File: src/rtl/nadp_pkg.sv
// ----------------------------------------------------------------------------
// nadp_pkg
// Types, constants and codes of the nearest atom density projection unit.
// ----------------------------------------------------------------------------
package nadp_pkg;

   // table capacity and derived widths
   localparam int MAX_ATOMS = 64;
   localparam int ADDR_W    = (MAX_ATOMS > 1) ? $clog2(MAX_ATOMS) : 1;
   localparam int LOAD_W    = $clog2(MAX_ATOMS + 1);
   localparam int ACC_BITS  = 48;

   // field widths
   localparam int POS_W   = 24;
   localparam int DENS_W  = 32;
   localparam int NUC_W   = 16;
   localparam int OUT_W   = 48;
   localparam int CNT_W   = 24;
   localparam int CUT_W   = 48;
   localparam int VOL_W   = 32;
   localparam int DIST_W  = 50;
   localparam int MAG_W   = 51;

   // arithmetic constants
   localparam logic [31:0]      SQRT2_Q30 = 32'd1518500250;
   localparam logic [63:0]      MID_CAP   = 64'd1 << 50;
   localparam logic [CNT_W-1:0] CNT_MAX   = {CNT_W{1'b1}};

   // input item kinds
   localparam logic [1:0] KIND_LOAD   = 2'd0;
   localparam logic [1:0] KIND_SAMPLE = 2'd1;
   localparam logic [1:0] KIND_FINISH = 2'd2;

   // result kinds
   localparam logic RES_SAMPLE = 1'b0;
   localparam logic RES_TOTAL  = 1'b1;

   // register indexes
   localparam logic [1:0] REG_MODE   = 2'd0;
   localparam logic [1:0] REG_VOLUME = 2'd1;
   localparam logic [1:0] REG_CUTOFF = 2'd2;

   // register reset values
   localparam logic [VOL_W-1:0] VOLUME_RST = 32'd16777216;
   localparam logic [CUT_W-1:0] CUTOFF_RST = 48'd1677721600;

   typedef struct packed {
      logic [1:0]              kind;
      logic signed [POS_W-1:0] pos_x;
      logic signed [POS_W-1:0] pos_y;
      logic signed [POS_W-1:0] pos_z;
      logic signed [DENS_W-1:0] density;
      logic [NUC_W-1:0]        nuclear_charge;
   } req_type;

   typedef struct packed {
      logic                    result_kind;
      logic [5:0]              atom_index;
      logic                    found;
      logic signed [OUT_W-1:0] projected_charge;
      logic [CNT_W-1:0]        element_count;
      logic                    last;
   } rsp_type;

   typedef struct packed {
      logic             density_mode;
      logic [VOL_W-1:0] voxel_volume;
      logic [CUT_W-1:0] cutoff_sq;
   } cfg_type;

   typedef struct packed {
      logic signed [POS_W-1:0] x;
      logic signed [POS_W-1:0] y;
      logic signed [POS_W-1:0] z;
      logic [NUC_W-1:0]        q;
   } atom_type;

   typedef struct packed {
      logic signed [ACC_BITS-1:0] sum;
      logic [CNT_W-1:0]           cnt;
   } acc_type;

   // controller to datapath
   typedef struct packed {
      logic              capture;
      logic              load_atom;
      logic              scan_start;
      logic              scan_issue;
      logic              rd_en;
      logic [ADDR_W-1:0] rd_addr;
      logic              acc_rd;
      logic              acc_use_best;
      logic              acc_wr;
      logic              proj_init;
      logic              mul_en;
      logic              mul_hi;
      logic              mul_comb;
      logic              mul_step;
      logic              out_sample;
      logic              out_total;
      logic              out_last;
      logic              clear;
   } cmd_type;

   // datapath to controller
   typedef struct packed {
      logic [LOAD_W-1:0] atoms_loaded;
      logic              hit;
      logic              out_free;
      logic              mode;
   } status_type;

endpackage

File: src/rtl/nadp_csr.sv
// ----------------------------------------------------------------------------
// nadp_csr
// Configuration registers behind the register port.
// ----------------------------------------------------------------------------
module nadp_csr (
   input  logic                clock,
   input  logic                reset,
   input  logic                psel,
   input  logic                penable,
   input  logic                pwrite,
   input  logic [4:0]          paddr,
   input  logic [63:0]         pwdata,
   output logic [63:0]         prdata,
   output logic                pready,
   output nadp_pkg::cfg_type   cfg
);

   logic                         mode_ff;
   logic [nadp_pkg::VOL_W-1:0]   vol_ff;
   logic [nadp_pkg::CUT_W-1:0]   cut_ff;
   logic                         wr_en;

   assign wr_en = psel && penable && pwrite;
   assign pready = 1'b1;

   // register writes
   always_ff @(posedge clock) begin
      if (reset) begin
         mode_ff <= 1'b0;
         vol_ff  <= nadp_pkg::VOLUME_RST;
         cut_ff  <= nadp_pkg::CUTOFF_RST;
      end else if (wr_en) begin
         unique case (paddr[4:3])
            nadp_pkg::REG_MODE:   mode_ff <= pwdata[0];
            nadp_pkg::REG_VOLUME: vol_ff  <= pwdata[nadp_pkg::VOL_W-1:0];
            nadp_pkg::REG_CUTOFF: cut_ff  <= pwdata[nadp_pkg::CUT_W-1:0];
            default: ;
         endcase
      end
   end

   // read mux
   always_comb begin
      unique case (paddr[4:3])
         nadp_pkg::REG_MODE:   prdata = {63'd0, mode_ff};
         nadp_pkg::REG_VOLUME: prdata = {32'd0, vol_ff};
         nadp_pkg::REG_CUTOFF: prdata = {16'd0, cut_ff};
         default:              prdata = 64'd0;
      endcase
   end

   assign cfg.density_mode = mode_ff;
   assign cfg.voxel_volume = vol_ff;
   assign cfg.cutoff_sq    = cut_ff;

endmodule

File: config.mk
export PLATFORM = sky130hd
export DESIGN_NAME = nadp_csr
export DESIGN_NICKNAME = d
export VERILOG_FILES = /design/src/rtl/nadp_pkg.sv /design/src/rtl/nadp_csr.sv
export SDC_FILE = /design/constraint.sdc
export NUM_CORES = 1
export LEC_CHECK = 0
export BUFFER_PORTS_ARGS = -buffer_cell sky130_fd_sc_hd__buf_2
export CAP_MARGIN = 15
export CORE_ASPECT_RATIO = 0.6
export CORE_MARGIN = 2
export CORE_UTILIZATION = 40
export DETAILED_ROUTE_END_ITERATION = 10
export GPL_TIMING_DRIVEN = 0
export PLACE_DENSITY = 0.73
export SYNTH_ARGS = -nofsm -noshare
export SYNTH_HDL_FRONTEND = slang
export SYNTH_SLANG_ARGS = --single-unit
File: constraint.sdc
create_clock -name clock -period 3.1 [get_ports clock]
set_clock_uncertainty 0.1 [all_clocks]
set_input_delay 0.775 -clock clock [delete_from_list [all_inputs] [get_ports clock]]
set_output_delay 0.775 -clock clock [all_outputs]
set_load 0.01 [all_outputs]
==> results.json <==
{
  "grt_max_degree": 14,
  "slew_headroom_pct": 46.30,
  "max_freq_mhz": 331.2,
  "dpl.hpwl_um": 9273,
  "critPathMaxFanout": 10,
  "layout-drive-gt1-share_pct": 37.72,
  "cts_tree": "done",
  "ys_ff_latch": 81,
  "tightest_slew_ns": 0.8055,
  "fin_ws_ns": 0.08076,
  "reg2reg_slack_ns": 2.33,
  "startpoint_type": "input port",
  "clk_path_buf_depth": 2,
  "slew_violations": 0,
  "post-route-util_pct": 55.61,
  "crit_path_max_incr_delay_ns": 0.63,
  "antenna_left": 0,
  "grt_pass1_wl_um": 18280,
  "syn-instance-count": 404,
  "hold_depth": 2,
  "cts_resized": 0,
  "htreeDepth": 3,
  "r2r_start": "vol_ff[27]$_SDFFE_PP0P_",
  "drc": 0,
  "yosysSeqAreaShare_pct": 40.41,
  "vias": 3546,
  "drt-initial-drc-count": 120,
  "dp_slack_ns": 0.1047,
  "vias_per_cell": 4.728,
  "wl_per_cell_um": 16.24,
  "r2r_cells": 2,
  "die_width_um": 133.3,
  "diodes": 0,
  "min-delay-start": "cut_ff[38]$_SDFFE_PP0P_",
  "core_um2": 9809,
  "antenna_found_initial": 0,
  "drt-total-wl_um": 12180,
  "hp-class": "register to register",
  "period_share_pct": 97.39,
  "area_growth_syn_to_layout_pct": 35.95,
  "path_cells": "buf_2 > nor2b_2 > clkbuf_1 > a22o_1 > buf_2",
  "r2r_end": "vol_ff[27]$_SDFFE_PP0P_",
  "critPathRequiredTime_ns": 2.22,
  "syn_area_per_cell_um2": 9.932,
  "cp_common_cell": "buf_2",
  "netlist_area_um2": 4013,
  "path_class": "input port to output port",
  "status": "complete, no violations",
  "cts-root-buf": "clkbuf_16",
  "crit_slowest_cell": "clkbuf_1",
  "ys_warn_count": 0,
  "yosysTopAreaCell": "dfxtp_1",
  "leakage_uw": 0.002743,
  "fin_crit_ns": 3.019,
  "vdd_drop_max_mv": 0.3217,
  "worstPathArrival_ns": 2.14,
  "die_area_um2": 10870,
  "port_buffers": 182,
  "first_global_vias": 3431,
  "powerDensity_nw_per_um2": 445.3,
  "grt_setup_unrepaired": "no",
  "setup_tns_ns": 0,
  "critPathCaptureType": "output port",
  "routabilityCongestion": 0.8147,
  "whs_endpoint": "cut_ff[38]$_SDFFE_PP0P_",
  "power_uw": 2429,
  "synth_cell_types": 19,
  "setup_violations": 0,
  "placementRows": 28,
  "synthTopCellsByArea": "dfxtp_1 40%, mux2i_1 20%, nand2b_1 19%, a22o_1 6.8%, buf_4 4.1%",
  "drv_cap": 0,
  "die_h_um": 81.58,
  "cts_buffers": 9,
  "clkLatencyLatePin_ns": 0.33,
  "clk_pin_slew_ns": 0.06,
  "final-hold-violation-count": 0,
  "cts_sinks": 81,
  "synth_top_area_share_pct": 40.41,
  "start_util_pct": 40.91,
  "grt_use_total_pct": 22.22,
  "final_nets": 685,
  "firstDrtPassIters": 4,
  "io_pins": 220,
  "grt_overflow": 0
}
==> placed cells by master, fill, tap and decap left out, types with 4 or more instances in the layout <==
cell,n
nand2b_1,125
dfxtp_1,81
and2_1,16
conb_1,17
clkbuf_1,16
mux2i_1,82
buf_4,22
nor2_1,8
a22o_1,31
buf_6,4
buf_2,189
clkbuf_16,9
==> area by class of cell <==
cell class              count  area, µm²
multi-input cells         289       2142
plain buffers              48      301.5
flip-flops and latches     81       1622
fillers                   918       4354
well taps                 135      168.9
clock inverters             5      81.33
repair buffers            182      910.9
clock buffers              10      229.0
==> registers in the layout (all words and copies together), names as in the netlist <==
name	flops
cut_ff	48
mode_ff	1
vol_ff	32
==> critical path, delay by kind of cell <==
kind / cells / cell delay (ns)
compound gates: 1 / 0.27
buf+inv: 3 / 0.88
simple gates: 1 / 0.21
==> Yosys cell counts <==
master	count
clkbuf_1	16
buf_4	22
a22o_1	31
conb_1	2
mux2i_1	82
nor2b_2	1
nor3_1	1
nor3b_1	2
nand2b_1	125
dfxtp_1	81
nand3_1	1
and2_1	16
buf_2	7
nor2_1	8
nand4_2	2
buf_6	4
o21ai_0	1
nand2_1	1
nor2b_1	1
==> stage by stage <==
stage / instances / hold slack [ns] / area [µm²]
2_1_floorplan: 419 / 0.3613 / 4069
3_3_place_gp: 736 / 0.3691 / 5149
3_5_place_dp: 736 / 0.3744 / 5149
4_1_cts: 751 / 0.3848 / 5459
5_1_grt: 750 / 0.4113 / 5455
6_report: 750 / 0.3816 / 5455
==> kinds of logic after synthesis <==
group | synth area share, %
muxes | 20.46
buffers and inverters | 7.608
DFF | 40.41
and+or+nand+nor | 24.45
AOI/OAI and AO/OA | 6.891
other | 0.1872
==> timing repair <==
item,CTS,global route
setup buffers,0,0
endpoints found under the hold margin,0,0
hold buffers,0,0
setup endpoints to repair,0,2
==> worst max-delay path by stage <==
stage	slack, ns	end	from
detailed placement	0.10	prdata[19]	paddr[3]
finish	0.08	prdata[19]	paddr[4]
global placement	0.1	prdata[4]	paddr[3]
floorplan	0.69	prdata[12]	paddr[4]
CTS	0.10	prdata[19]	paddr[3]
global route	0.006	prdata[4]	paddr[4]
==> layer usage <==
layer	GRT usage, %	vias up	share of wire [%]
li1	-	1731	-
met1	28.81	1682	48
met2	35.82	121	45
met3	7.160	12	6.4
met4	6.596	0	0.98
met5	0	-	0
==> power by group <==
part | switching (µW) | internal (µW) | leakage, µW
logic | 128 | 111 | 0.00194
clock network | 424 | 701 | 0.000149
registers | 10.9 | 1050 | 0.000654
total | 562 | 1870 | 0.00274
Note: power is estimated with default switching activity, not from simulation.
