**config.mk**
```make
export PLATFORM = sky130hd
export DESIGN_NAME = nadp_ctrl
export DESIGN_NICKNAME = d
export VERILOG_FILES = /design/src/rtl/nadp_pkg.sv /design/src/rtl/nadp_ctrl.sv
export SDC_FILE = /design/constraint.sdc
export NUM_CORES = 1
export LEC_CHECK = 0
export ABC_AREA = 1
export BUFFER_PORTS_ARGS = -buffer_cell sky130_fd_sc_hd__buf_4
export CORE_MARGIN = 2
export CORE_UTILIZATION = 55
export CTS_CLUSTER_SIZE = 20
export DETAILED_ROUTE_END_ITERATION = 12
export HOLD_SLACK_MARGIN = 0.15
export PLACE_DENSITY = 0.83
export SLEW_MARGIN = 20
export SYNTH_ARGS = -nofsm -noshare
export SYNTH_HDL_FRONTEND = slang
export SYNTH_SLANG_ARGS = --single-unit
```
**constraint.sdc**
```tcl
create_clock -name clock -period 3.7 [get_ports clock]
set_input_delay 0.185 -clock clock [delete_from_list [all_inputs] [get_ports clock]]
set_output_delay 0.185 -clock clock [all_outputs]
set_load 0.02 [all_outputs]
```
**src/rtl/nadp_pkg.sv**
```systemverilog
// ----------------------------------------------------------------------------
// nadp_pkg
// Types, constants and codes of the nearest atom density projection unit.
// ----------------------------------------------------------------------------
package nadp_pkg;

   // table capacity and derived widths
   localparam int MAX_ATOMS = 64;
   localparam int ADDR_W    = (MAX_ATOMS > 1) ? $clog2(MAX_ATOMS) : 1;
   localparam int LOAD_W    = $clog2(MAX_ATOMS + 1);
   localparam int ACC_BITS  = 48;

   // field widths
   localparam int POS_W   = 24;
   localparam int DENS_W  = 32;
   localparam int NUC_W   = 16;
   localparam int OUT_W   = 48;
   localparam int CNT_W   = 24;
   localparam int CUT_W   = 48;
   localparam int VOL_W   = 32;
   localparam int DIST_W  = 50;
   localparam int MAG_W   = 51;

   // arithmetic constants
   localparam logic [31:0]      SQRT2_Q30 = 32'd1518500250;
   localparam logic [63:0]      MID_CAP   = 64'd1 << 50;
   localparam logic [CNT_W-1:0] CNT_MAX   = {CNT_W{1'b1}};

   // input item kinds
   localparam logic [1:0] KIND_LOAD   = 2'd0;
   localparam logic [1:0] KIND_SAMPLE = 2'd1;
   localparam logic [1:0] KIND_FINISH = 2'd2;

   // result kinds
   localparam logic RES_SAMPLE = 1'b0;
   localparam logic RES_TOTAL  = 1'b1;

   // register indexes
   localparam logic [1:0] REG_MODE   = 2'd0;
   localparam logic [1:0] REG_VOLUME = 2'd1;
   localparam logic [1:0] REG_CUTOFF = 2'd2;

   // register reset values
   localparam logic [VOL_W-1:0] VOLUME_RST = 32'd16777216;
   localparam logic [CUT_W-1:0] CUTOFF_RST = 48'd1677721600;

   typedef struct packed {
      logic [1:0]              kind;
      logic signed [POS_W-1:0] pos_x;
      logic signed [POS_W-1:0] pos_y;
      logic signed [POS_W-1:0] pos_z;
      logic signed [DENS_W-1:0] density;
      logic [NUC_W-1:0]        nuclear_charge;
   } req_type;

   typedef struct packed {
      logic                    result_kind;
      logic [5:0]              atom_index;
      logic                    found;
      logic signed [OUT_W-1:0] projected_charge;
      logic [CNT_W-1:0]        element_count;
      logic                    last;
   } rsp_type;

   typedef struct packed {
      logic             density_mode;
      logic [VOL_W-1:0] voxel_volume;
      logic [CUT_W-1:0] cutoff_sq;
   } cfg_type;

   typedef struct packed {
      logic signed [POS_W-1:0] x;
      logic signed [POS_W-1:0] y;
      logic signed [POS_W-1:0] z;
      logic [NUC_W-1:0]        q;
   } atom_type;

   typedef struct packed {
      logic signed [ACC_BITS-1:0] sum;
      logic [CNT_W-1:0]           cnt;
   } acc_type;

   // controller to datapath
   typedef struct packed {
      logic              capture;
      logic              load_atom;
      logic              scan_start;
      logic              scan_issue;
      logic              rd_en;
      logic [ADDR_W-1:0] rd_addr;
      logic              acc_rd;
      logic              acc_use_best;
      logic              acc_wr;
      logic              proj_init;
      logic              mul_en;
      logic              mul_hi;
      logic              mul_comb;
      logic              mul_step;
      logic              out_sample;
      logic              out_total;
      logic              out_last;
      logic              clear;
   } cmd_type;

   // datapath to controller
   typedef struct packed {
      logic [LOAD_W-1:0] atoms_loaded;
      logic              hit;
      logic              out_free;
      logic              mode;
   } status_type;

endpackage

```
**src/rtl/nadp_ctrl.sv**
```systemverilog
// ----------------------------------------------------------------------------
// nadp_ctrl
// Sequencer: atom scan, accumulator update, projection steps and emission.
// ----------------------------------------------------------------------------
module nadp_ctrl (
   input  logic                   clock,
   input  logic                   reset,
   input  logic                   req_valid,
   input  logic [1:0]             req_kind,
   output logic                   req_stall,
   input  nadp_pkg::status_type   status,
   output nadp_pkg::cmd_type      cmd
);

   typedef enum logic [3:0] {
      ST_IDLE, ST_SCAN, ST_DRAIN, ST_ACC_RD, ST_ACC_WR, ST_SMP_OUT,
      ST_FIN_RD, ST_FIN_INIT, ST_MUL_LO, ST_MUL_HI, ST_MUL_COMB, ST_FIN_OUT
   } state_type;

   state_type                      state_ff, state_in;
   logic [nadp_pkg::LOAD_W-1:0]    idx_ff, idx_in;
   logic [1:0]                     drain_ff, drain_in;
   logic                           step_ff, step_in;
   logic                           accept;
   logic                           is_last;

   assign req_stall = (state_ff != ST_IDLE);
   assign accept    = req_valid && (state_ff == ST_IDLE);
   assign is_last   = (idx_ff == status.atoms_loaded - nadp_pkg::LOAD_W'(1));

   // next state and commands
   always_comb begin
      state_in = state_ff;
      idx_in   = idx_ff;
      drain_in = drain_ff;
      step_in  = step_ff;
      cmd      = '0;
      cmd.rd_addr  = idx_ff[nadp_pkg::ADDR_W-1:0];
      cmd.mul_step = step_ff;
      unique case (state_ff)
         ST_IDLE: begin
            if (accept) begin
               case (req_kind)
                  nadp_pkg::KIND_LOAD: cmd.load_atom = 1'b1;
                  nadp_pkg::KIND_SAMPLE: begin
                     cmd.capture    = 1'b1;
                     cmd.scan_start = 1'b1;
                     idx_in         = '0;
                     state_in = (status.atoms_loaded == '0) ? ST_SMP_OUT : ST_SCAN;
                  end
                  nadp_pkg::KIND_FINISH: begin
                     idx_in = '0;
                     if (status.atoms_loaded == '0) cmd.clear = 1'b1;
                     else                           state_in = ST_FIN_RD;
                  end
                  default: ;
               endcase
            end
         end
         // one atom issued per cycle
         ST_SCAN: begin
            cmd.rd_en      = 1'b1;
            cmd.scan_issue = 1'b1;
            idx_in         = idx_ff + nadp_pkg::LOAD_W'(1);
            if (is_last) begin
               drain_in = '0;
               state_in = ST_DRAIN;
            end
         end
         // wait for the compare stage to see the last atom
         ST_DRAIN: begin
            drain_in = drain_ff + 2'd1;
            if (drain_ff == 2'd2) state_in = ST_ACC_RD;
         end
         ST_ACC_RD: begin
            if (status.hit) begin
               cmd.acc_rd       = 1'b1;
               cmd.acc_use_best = 1'b1;
               state_in         = ST_ACC_WR;
            end else begin
               state_in = ST_SMP_OUT;
            end
         end
         ST_ACC_WR: begin
            cmd.acc_wr = 1'b1;
            state_in   = ST_SMP_OUT;
         end
         ST_SMP_OUT: begin
            if (status.out_free) begin
               cmd.out_sample = 1'b1;
               state_in       = ST_IDLE;
            end
         end
         ST_FIN_RD: begin
            cmd.rd_en  = 1'b1;
            cmd.acc_rd = 1'b1;
            state_in   = ST_FIN_INIT;
         end
         ST_FIN_INIT: begin
            cmd.proj_init = 1'b1;
            step_in       = 1'b0;
            state_in      = ST_MUL_LO;
         end
         ST_MUL_LO: begin
            cmd.mul_en = 1'b1;
            state_in   = ST_MUL_HI;
         end
         ST_MUL_HI: begin
            cmd.mul_en = 1'b1;
            cmd.mul_hi = 1'b1;
            state_in   = ST_MUL_COMB;
         end
         // second pass by sqrt(2) in transition mode
         ST_MUL_COMB: begin
            cmd.mul_comb = 1'b1;
            if (!step_ff && status.mode) begin
               step_in  = 1'b1;
               state_in = ST_MUL_LO;
            end else begin
               state_in = ST_FIN_OUT;
            end
         end
         ST_FIN_OUT: begin
            if (status.out_free) begin
               cmd.out_total = 1'b1;
               cmd.out_last  = is_last;
               if (is_last) begin
                  cmd.clear = 1'b1;
                  state_in  = ST_IDLE;
               end else begin
                  idx_in   = idx_ff + nadp_pkg::LOAD_W'(1);
                  state_in = ST_FIN_RD;
               end
            end
         end
         default: state_in = ST_IDLE;
      endcase
   end

   // state and counters
   always_ff @(posedge clock) begin
      if (reset) begin
         state_ff <= ST_IDLE;
         idx_ff   <= '0;
         drain_ff <= '0;
         step_ff  <= 1'b0;
      end else begin
         state_ff <= state_in;
         idx_ff   <= idx_in;
         drain_ff <= drain_in;
         step_ff  <= step_in;
      end
   end

endmodule

```
==> results of run 1 <==
Yosys cell counts (3+ instances only):
cell / number / share of area
nand3_1: 21 / 0.072
ha_1: 7 / 0.060
nor3_1: 3 / 0.010
xnor2_1: 3 / 0.018
nor2_1: 33 / 0.085
nand2_4: 3 / 0.023
nand2_1: 60 / 0.15
xor2_1: 3 / 0.018
nand4_1: 3 / 0.013
inv_1: 37 / 0.096
o21ai_0: 8 / 0.028
dfxtp_1: 14 / 0.19
nor2_2: 4 / 0.017
inv_2: 4 / 0.010
a21oi_1: 14 / 0.048
buf_4: 9 / 0.046
cell type report:
| class | count | area [um^2] | share of cell area |
|---|---|---|---|
| inverter | 41 | 153.9 | 0.08811 |
| sequential | 14 | 280.3 | 0.1605 |
| multi-input combinational | 177 | 943.4 | 0.5401 |
| tap | 30 | 37.54 | 0.02149 |
| clock buffer | 4 | 36.28 | 0.02077 |
| timing repair buffer | 39 | 295.3 | 0.1691 |
critical path: cells and delay by family (launching register included):
kind,cells,cell delay [ns]
flops,1,0.48
buf+inv,2,0.22
xor+xnor,1,0.17
simple gates,4,0.47
compound gates,1,0.14
cells by family after synthesis:
family / after synthesis
flip-flops: 14
AND/OR/NAND/NOR: 138
XOR/XNOR: 6
AO/OA/AOI/OAI: 26
buffers and inverters: 52
adder cells (fa/ha/maj): 7
how the worst max path moves through the flow:
stage	startpoint	endpoint	slack, ns	cells after the start
2_1_floorplan	status[3]	cmd[0]	1.97	11
3_3_place_gp	status[3]	cmd[0]	1.83	12
3_5_place_dp	status[3]	cmd[0]	1.81	12
4_1_cts	idx_ff[5]$_SDFFE_PP0P_	cmd[0]	1.72	8
5_1_grt	idx_ff[5]$_SDFFE_PP0P_	cmd[0]	1.57	8
6_report	idx_ff[5]$_SDFFE_PP0P_	cmd[0]	1.73	8
routing by layer:
layer  up-vias  global-route usage  wire length, um
met3         7             0.03747              225
met5         -                   0                0
met1       666              0.3395             1725
li1        814                   -                -
met2        45              0.3316             1476
met4         0             0.07317               48
flip-flops by register name (all words and copies together), names as in the netlist:
name	flops
drain_ff	2
idx_ff	7
state_ff	4
step_ff	1
what timing repair did:
action | 4_1_cts | 5_1_grt
endpoints found under the hold margin | 5 | 0
hold buffers | 1 | 0
gates resized for setup | 0 | 0
power groups by stage:
stage               combinational [mW]  sequential [mW]  clock, mW
detailed placement               0.474            0.219          0
global placement                 0.469            0.218          0
CTS                              0.477            0.215      0.118
finish                           0.478            0.216      0.116
floorplan                        0.364            0.209          0
global route                     0.539            0.219      0.122
==> flow_summary.yaml, run 1 <==
outcome:
  status: "finished clean"
placed_design:
  port_buffers: 38
  place_area_um2: 1700
  dp.cells: 300
  gp_congestion: 0.8876
  hpwl_um: 2767
  post-place-ws_ns: 1.814
layout:
  finalInstanceArea_um2: 1747
  final_common_cell: "nand2_1"
  fillers: 238
  finalNonFillerCells: 305
  syn2layout_area_growth_pct: 20.14
  final_core_utilization: 0.6987
  diodes: 0
  final_cell_mix: "60 x nand2_1, 38 x buf_4, 37 x inv_1"
  nNetsFinal: 298
  drive_gt1_frac: 0.2291
detailed_routing:
  drtIter0Drc: 76
  first_pass_iters: 4
  vias_per_cell: 5.023
  drc: 0
  vias: 1532
  routed_wl_um: 3475
  drtAntennaViolNets: 0
  wire_per_inst_um: 11.39
sta:
  hold_slack_ns: 0.1899
  setup_slack_ns: 1.732
  setup_viol: 0
  fmax_mhz: 508.2
  maxSlewViolCount: 0
  slew_headroom: 0.7594
  final.setup.tns_ns: 0
  fin_crit_ns: 1.968
  worst_pin_slew_ns: 0.3571
  post-route-period-util: 0.5318
  skew_ns: 0.01215
  rsz0062_at_grt: "false"
  hold_viol_final: 0
pwr:
  sw_frac_of_total: 0.4956
  power_mw: 0.8097
  clockPowerShare: 0.143
  peakVddDrop_uv: 386.0
  p_sw_mw: 0.4013
  leakage_nw: 0.9026
  p_comb_frac: 0.590
  p_seq_frac: 0.267
  power_density_nw_per_um2: 463.5
  p_int_mw: 0.4084
min_path:
  hold_class: "primary input to flip-flop"
  holdPathEnd: "step_ff$_SDFFE_PP0P_"
  hold_path_depth: 3
  min_from: "status[0]"
synth:
  synth_edf_count: 0
  ys_async_sr_fraction: 0
  syn-num-nets: 265
  synth_compound_area_frac: 0.1007
  synth_top_family_by_area: "simple AND/OR/NAND/NOR gates"
  syn_inst: 243
  synth_seq_cells: 14
  yosys_warnings: 0
  synth_xor_area_frac: 0.03614
  synth.area.mux_share: 0
  synth_seq_area_share: 0.1928
  syn-mean-instance-area_um2: 5.983
  synth.cell_area_um2: 1454
  synth_flop_cell: "dfxtp_1"
  synth_fa_ha_area_frac: 0.06024
  synth_cell_types: 30
  yosys.area_share.simple: 0.4518
global_route:
  grt_max_degree: 13
  grt_usage: 0.2281
  grt_pass1_wl_um: 5720
  first_global_vias: 1284
  grt_overflow_total: 0
  antenna_found_initial: 0
clocking:
  worstSkewPairLatency_ns: 0.29
  cts_tree: "done"
  root_buffer: "clkbuf_4"
  numCtsBuffers: 3
  htreeDepth: 1
  cts_buffer_depth: 2
  clk_pin_slew_worst_paths_ns: 0.10
  post-cts-setup-buffers: 0
  clock-sinks: 14
die:
  fp.dieW_um: 55.42
  core_region_area_um2: 2500
  placementRows: 18
  start_util: 0.5816
  die_y_um: 55.42
  io_pins: 39
  floorplan.die_area_um2: 3071
critical_path:
  critPathRequiredTime_ns: 3.51
  slowest_delay_ns: 0.48
  end_kind: "primary output"
  rr_startpoint: "state_ff[0]$_SDFFE_PP0P_"
  path_max_fanout: 8
  reg2reg_to: "state_ff[2]$_SDFFE_PP0P_"
  cp_slowest_cell: "dfxtp_1"
  path_cells: "xnor2_1, inv_1, nand2_1, nand2_1, nor2_2, nand3_4, o22ai_1, buf_4"
  path_class: "flip-flop to primary output"
  reg2reg_setup_slack_ns: 2.06
  arrival_ns: 1.78
  critPathMostFrequentCell: "nand2_1"
  crit_path_start_kind: "flip-flop"
  reg2regPathDepth: 10
flow_run:
  maxCapViolCount: 0
(Power assumes the default switching activity.)
==> inputs of run 2 (changes only) <==
--- a/config.mk
+++ b/config.mk
@@ -5,14 +5,14 @@
 export SDC_FILE = /design/constraint.sdc
 export NUM_CORES = 1
 export LEC_CHECK = 0
-export ABC_AREA = 1
+export ABC_AREA = 0
 export BUFFER_PORTS_ARGS = -buffer_cell sky130_fd_sc_hd__buf_4
 export CORE_MARGIN = 2
-export CORE_UTILIZATION = 55
+export CORE_UTILIZATION = 48
 export CTS_CLUSTER_SIZE = 20
 export DETAILED_ROUTE_END_ITERATION = 12
 export HOLD_SLACK_MARGIN = 0.15
-export PLACE_DENSITY = 0.83
+export PLACE_DENSITY = 0.77
 export SLEW_MARGIN = 20
 export SYNTH_ARGS = -nofsm -noshare
 export SYNTH_HDL_FRONTEND = slang
==> constraint.sdc (replaced) <==
create_clock -name clock -period 1.7 [get_ports clock]
set_input_delay 0.085 -clock clock [delete_from_list [all_inputs] [get_ports clock]]
set_output_delay 0.085 -clock clock [all_outputs]
set_load 0.02 [all_outputs]
==> flow_summary.yaml, run 2 <==
outcome:
  status: "complete, but fails checks"
  violations: "setup timing"
pwr:
  peakVddDrop_uv: 748.5
  power_mw: 1.911
  power_density_nw_per_um2: 882.9
  leakage_nw: 0.9811
critical_path:
  crit_path_start_kind: "flip-flop"
  rr_startpoint: "idx_ff[5]$_SDFFE_PP0P_"
  end_kind: "primary output"
  path_max_fanout: 3
  startpoint: "idx_ff[5]$_SDFFE_PP0P_"
  arrival_ns: 1.73
  critPathRequiredTime_ns: 1.62
  path_class: "flip-flop to primary output"
synth:
  synth.cell_area_um2: 1486
  syn-num-nets: 226
  yosys.area.top_type: "dfxtp_1"
  ys_async_sr_fraction: 0
  synth_cell_types: 63
  yosys.area_share.simple: 0.3224
  syn-mean-instance-area_um2: 7.286
  synth_flop_cell: "dfxtp_1"
  yosysMostFrequentCell: "nor2_1"
  synth_xor_area_frac: 0.04714
  synth_compound_area_frac: 0.2466
  synthTopCellsByArea: "dfxtp_1 19%, ha_1 5.9%, buf_4 5.6%, nor2_1 5.1%, a21oi_1 4.7%"
  synth_top_family_by_area: "simple AND/OR/NAND/NOR gates"
  synth_common_cells: "20 x nor2_1, 15 x nand2_1, 14 x a21oi_1, 14 x dfxtp_1, 14 x inv_1"
  synth_top_cell_area_share: 0.1886
  yosys_warnings: 0
  synth_seq_area_share: 0.1886
  synth_edf_count: 0
  synth.area.mux_share: 0.01347
  syn_inst: 204
  synth_fa_ha_area_frac: 0.05892
  synth_seq_cells: 14
sta:
  slew_headroom: 0.7512
  hold_viol_final: 0
  post-route-period-util: 1.069
  hold_slack_ns: 0.1757
  worst_pin_slew_ns: 0.3719
  maxSlewViolCount: 0
  skew_ns: 0.004050
  fmax_mhz: 550.2
  fin_crit_ns: 1.818
  rsz0062_at_grt: "true"
  setup_slack_ns: -0.1175
  setup_viol: 7
detailed_routing:
  routed_wl_um: 4353
  vias: 1723
  drtAntennaViolNets: 0
  drtIter0Drc: 81
  wire_per_inst_um: 14.61
  first_pass_iters: 4
  drc: 0
  vias_per_cell: 5.782
clocking:
  cts_buffer_depth: 2
  root_buffer: "clkbuf_4"
  htreeDepth: 1
  clock-sinks: 14
  clk_pin_slew_worst_paths_ns: 0.09
  worstSkewPairLatency_ns: 0.30
  cts_tree: "done"
  numCtsBuffers: 3
layout:
  top_register: "idx_ff"
  final_common_cell: "buf_4"
  diodes: 0
  final_cell_mix: "70 x buf_4, 19 x nor2_1, 14 x nand2_1, 14 x inv_1, 12 x a21oi_1"
  largest_reg_flops: 7
  syn2layout_area_growth_pct: 45.62
  drive_gt1_frac: 0.4453
  top_regs: "idx_ff: 7 flops, state_ff: 4 flops, drain_ff: 2 flops"
  nNetsFinal: 288
die:
  floorplan.die_area_um2: 3558
  io_pins: 39
  core_region_area_um2: 3003
  start_util: 0.4950
  placementRows: 20
  die_y_um: 59.65
  fp.dieW_um: 59.65
placed_design:
  port_buffers: 38
  gp_congestion: 0.8735
  hpwl_um: 3094
  post-place-ws_ns: -0.1798
global_route:
  antenna_found_initial: 0
  first_global_vias: 1496
  grt_max_degree: 17
  grt_usage: 0.2425
  grt_pass1_wl_um: 6596
  grt_overflow_total: 0
min_path:
  min_from: "req_valid"
  hold_class: "primary input to flip-flop"
flow_run:
  maxCapViolCount: 0
## run 2: cell count changes in the layout (fill, tap and decap cells not counted), moves of 5 or more
cell / change
nand2_1: -46
nor2_1: -14
inv_1: -23
dfxtp_1: -9
buf_4: +32
dfxtp_2: +5
nand3_1: -14
## run 2: logic make-up (layout without fill, tap and decap cells)
kind of cell / after synthesis / after routing
adders and majority gates: 7 / 7
buffers and inverters: 34 / 95
AOI/OAI and AO/OA: 53 / 53
DFF: 14 / 14
xor gates and xnor gates: 8 / 8
muxes: 2 / 2
and+or+nand+nor: 86 / 86
## run 2: routing by layer
layer,up-vias,GRT usage,wire length [um]
li1,844,-,-
met1,818,0.3311,1928
met2,57,0.3913,2114
met3,4,0.04545,271
met4,0,0.06349,38
met5,-,0,0
## run 2: critical path, stage by stage, from the launching register on
cell     delay (ns)
dfxtp_2        0.37
xor2_2         0.18
and3_4         0.22
o211a_1        0.19
nand3_2        0.13
o22ai_2        0.20
buf_6          0.14
## run 2: metrics by stage
step	utilization	std cells	area, um^2	TNS [ns]
final	0.7208	298	2165	-0.4731
after global routing	0.7208	298	2165	-1.393
after CTS	0.6863	297	2061	-0.2070
after detailed placement	0.6379	287	1916	-0.8247
after global placement	0.6379	287	1916	-0.3743
after floorplan	-	204	1486	0
## run 2: layout make-up
| class | count | area, um^2 |
|---|---|---|
| Timing Repair Buffer | 75 | 579.3 |
| Multi-Input combinational cell | 156 | 1146 |
| Tap cell | 33 | 41.29 |
| Sequential cell | 14 | 301.5 |
| Inverter | 16 | 60.06 |
| Fill cell | 226 | 838.3 |
| Clock buffer | 4 | 36.28 |
## run 2: path summary, 6_finish.rpt
| check | endpoint | slack (ns) | depth (start not counted) |
|---|---|---|---|
| max | cmd[0] | -0.12 | 6 |
| max reg2reg | idx_ff[5]$_SDFFE_PP0P_ | -0.09 | 6 |
| min | idx_ff[5]$_SDFFE_PP0P_ | 0.18 | 3 |
| min reg2reg | drain_ff[0]$_SDFFE_PP0P_ | 0.50 | 2 |
## run 2: where the power goes
group | switching (mW) | internal [mW] | total (mW) | leakage [nW]
clock network | 0.129 | 0.131 | 0.260 | 0.0210
logic | 0.636 | 0.566 | 1.20 | 0.841
registers | 0.0739 | 0.376 | 0.450 | 0.119
total | 0.838 | 1.07 | 1.91 | 0.981
## run 2: repair_timing
action	CTS	global route
endpoints found under the hold margin	6	0
pin swaps	9	8
hold buffers	2	0
buffers inserted	4	1
resized for setup	17	23
setup endpoints to repair	15	18
==> inputs of run 3 (changes only) <==
--- a/config.mk
+++ b/config.mk
@@ -13,6 +13,7 @@
 export DETAILED_ROUTE_END_ITERATION = 12
 export HOLD_SLACK_MARGIN = 0.15
 export PLACE_DENSITY = 0.77
+export RECOVER_POWER = 50
 export SLEW_MARGIN = 20
 export SYNTH_ARGS = -nofsm -noshare
 export SYNTH_HDL_FRONTEND = slang
==> flow_summary.yaml, run 3 (synthesis results as in run 2) <==
sta:
  setup_slack_ns: -0.1175
  maxSlewViolCount: 0
  hold_viol_final: 0
  final.setup.tns_ns: -0.4732
  slew_headroom: 0.7515
  rsz0062_at_grt: "true"
  worst_pin_slew_ns: 0.3714
  fin_crit_ns: 1.818
  fmax_mhz: 550.2
  post-route-period-util: 1.069
  skew_ns: 0.003974
  setup_viol: 7
die:
  fp.dieW_um: 59.65
  floorplan.die_area_um2: 3558
  core_region_area_um2: 3003
  die_y_um: 59.65
  start_util: 0.4950
  io_pins: 39
  placementRows: 20
clocking:
  cts_tree: "done"
  numCtsBuffers: 3
  clk_pin_slew_worst_paths_ns: 0.09
  htreeDepth: 1
  clock-sinks: 14
  cts_buffer_depth: 2
  worstSkewPairLatency_ns: 0.30
  root_buffer: "clkbuf_4"
layout:
  final_cell_mix: "69 x buf_4, 19 x nor2_1, 14 x nand2_1, 14 x inv_1, 12 x a21oi_1"
  nNetsFinal: 288
  top_regs: "idx_ff: 7 flops, state_ff: 4 flops, drain_ff: 2 flops"
  drive_gt1_frac: 0.4415
  top_register: "idx_ff"
  diodes: 0
  largest_reg_flops: 7
  syn2layout_area_growth_pct: 45.37
  final_common_cell: "buf_4"
pwr:
  leakage_nw: 0.9768
  power_density_nw_per_um2: 885.0
  peakVddDrop_uv: 748.5
detailed_routing:
  first_pass_iters: 4
  drc: 0
  drtIter0Drc: 81
  drtAntennaViolNets: 0
  wire_per_inst_um: 14.64
  vias: 1725
  vias_per_cell: 5.789
  routed_wl_um: 4364
placed_design:
  port_buffers: 38
  hpwl_um: 3094
  gp_congestion: 0.8735
  post-place-ws_ns: -0.1798
critical_path:
  critPathRequiredTime_ns: 1.62
  reg2reg_to: "idx_ff[5]$_SDFFE_PP0P_"
  crit_path_start_kind: "flip-flop"
  arrival_ns: 1.73
  path_class: "flip-flop to primary output"
  path_max_fanout: 3
  reg2regPathDepth: 6
  end_kind: "primary output"
  rr_startpoint: "idx_ff[5]$_SDFFE_PP0P_"
  reg2reg_setup_slack_ns: -0.09
global_route:
  first_global_vias: 1496
  grt_pass1_wl_um: 6596
  grt_max_degree: 17
  grt_usage: 0.2425
  antenna_found_initial: 0
  grt_overflow_total: 0
outcome:
  violations: "setup timing"
  status: "complete, but fails checks"
min_path:
  hold_class: "primary input to flip-flop"
  min_from: "req_valid"
  hold_path_depth: 3
  holdPathEnd: "idx_ff[5]$_SDFFE_PP0P_"
flow_run:
  maxCapViolCount: 0
[run 3: cell count changes in the layout (fill, tap and decap cells not counted), sizes merged]
cell,delta
buf,-1
clkbuf,+1
[run 3: worst max-delay path, stage by stage, from the launching register on]
cell and delay [ns]:
dfxtp_2 0.37, xor2_2 0.18, and3_4 0.22, o211a_1 0.19
nand3_2 0.13, o22ai_2 0.20, buf_6 0.14
[run 3: power breakdown]
part	switching, mW	internal [mW]	leakage [nW]
logic	0.637	0.566	0.837
registers	0.0741	0.376	0.119
clock network	0.129	0.131	0.0210
[run 3: through the flow]
step | instance area [um^2] | cells | total power, mW | hold slack, ns | util
floorplan | 1486 | 204 | 1.136 | 0.2467 | -
global placement | 1916 | 287 | 1.513 | 0.3490 | 0.6379
detailed placement | 1916 | 287 | 1.523 | 0.3499 | 0.6379
CTS | 2061 | 297 | 1.817 | 0.1692 | 0.6863
global route | 2161 | 298 | 2.029 | 0.1908 | 0.7196
finish | 2161 | 298 | 1.912 | 0.1758 | 0.7196
[run 3: what timing repair did]
| item | CTS | global route |
|---|---|---|
| buffers inserted | 4 | 1 |
| gates resized for setup | 17 | 23 |
| hold buffers | 2 | 0 |
| endpoints found under the setup margin | 15 | 18 |
| cloned | 0 | 0 |
| pin swaps | 9 | 8 |
| endpoints found under the hold margin | 6 | 0 |
[run 3: cell type report]
type / instances / area (um^2)
Timing Repair Buffer: 75 / 575.6
Inverter: 16 / 60.06
Multi-Input combinational cell: 156 / 1146
Tap cell: 33 / 41.29
Clock buffer: 4 / 36.28
Sequential cell: 14 / 301.5
Fill cell: 226 / 842.1
[run 3: worst max path at each step]
stage | slack (ns) | from | to
finish | -0.12 | idx_ff[5]$_SDFFE_PP0P_ | cmd[0]
global route | -0.21 | idx_ff[1]$_SDFFE_PP0P_ | cmd[0]
CTS | -0.10 | idx_ff[5]$_SDFFE_PP0P_ | cmd[0]
detailed placement | -0.18 | status[4] | idx_ff[5]$_SDFFE_PP0P_
global placement | -0.10 | status[4] | idx_ff[5]$_SDFFE_PP0P_
floorplan | 0.02 | state_ff[3]$_SDFFE_PP0P_ | idx_ff[6]$_SDFFE_PP0P_
[run 3: layer usage]
| layer | vias up | track usage | wire, um |
|---|---|---|---|
| met2 | 63 | 0.3913 | 2120 |
| li1 | 845 | - | - |
| met4 | 0 | 0.06349 | 38 |
| met3 | 4 | 0.04545 | 309 |
| met5 | - | 0 | 0 |
| met1 | 813 | 0.3311 | 1895 |
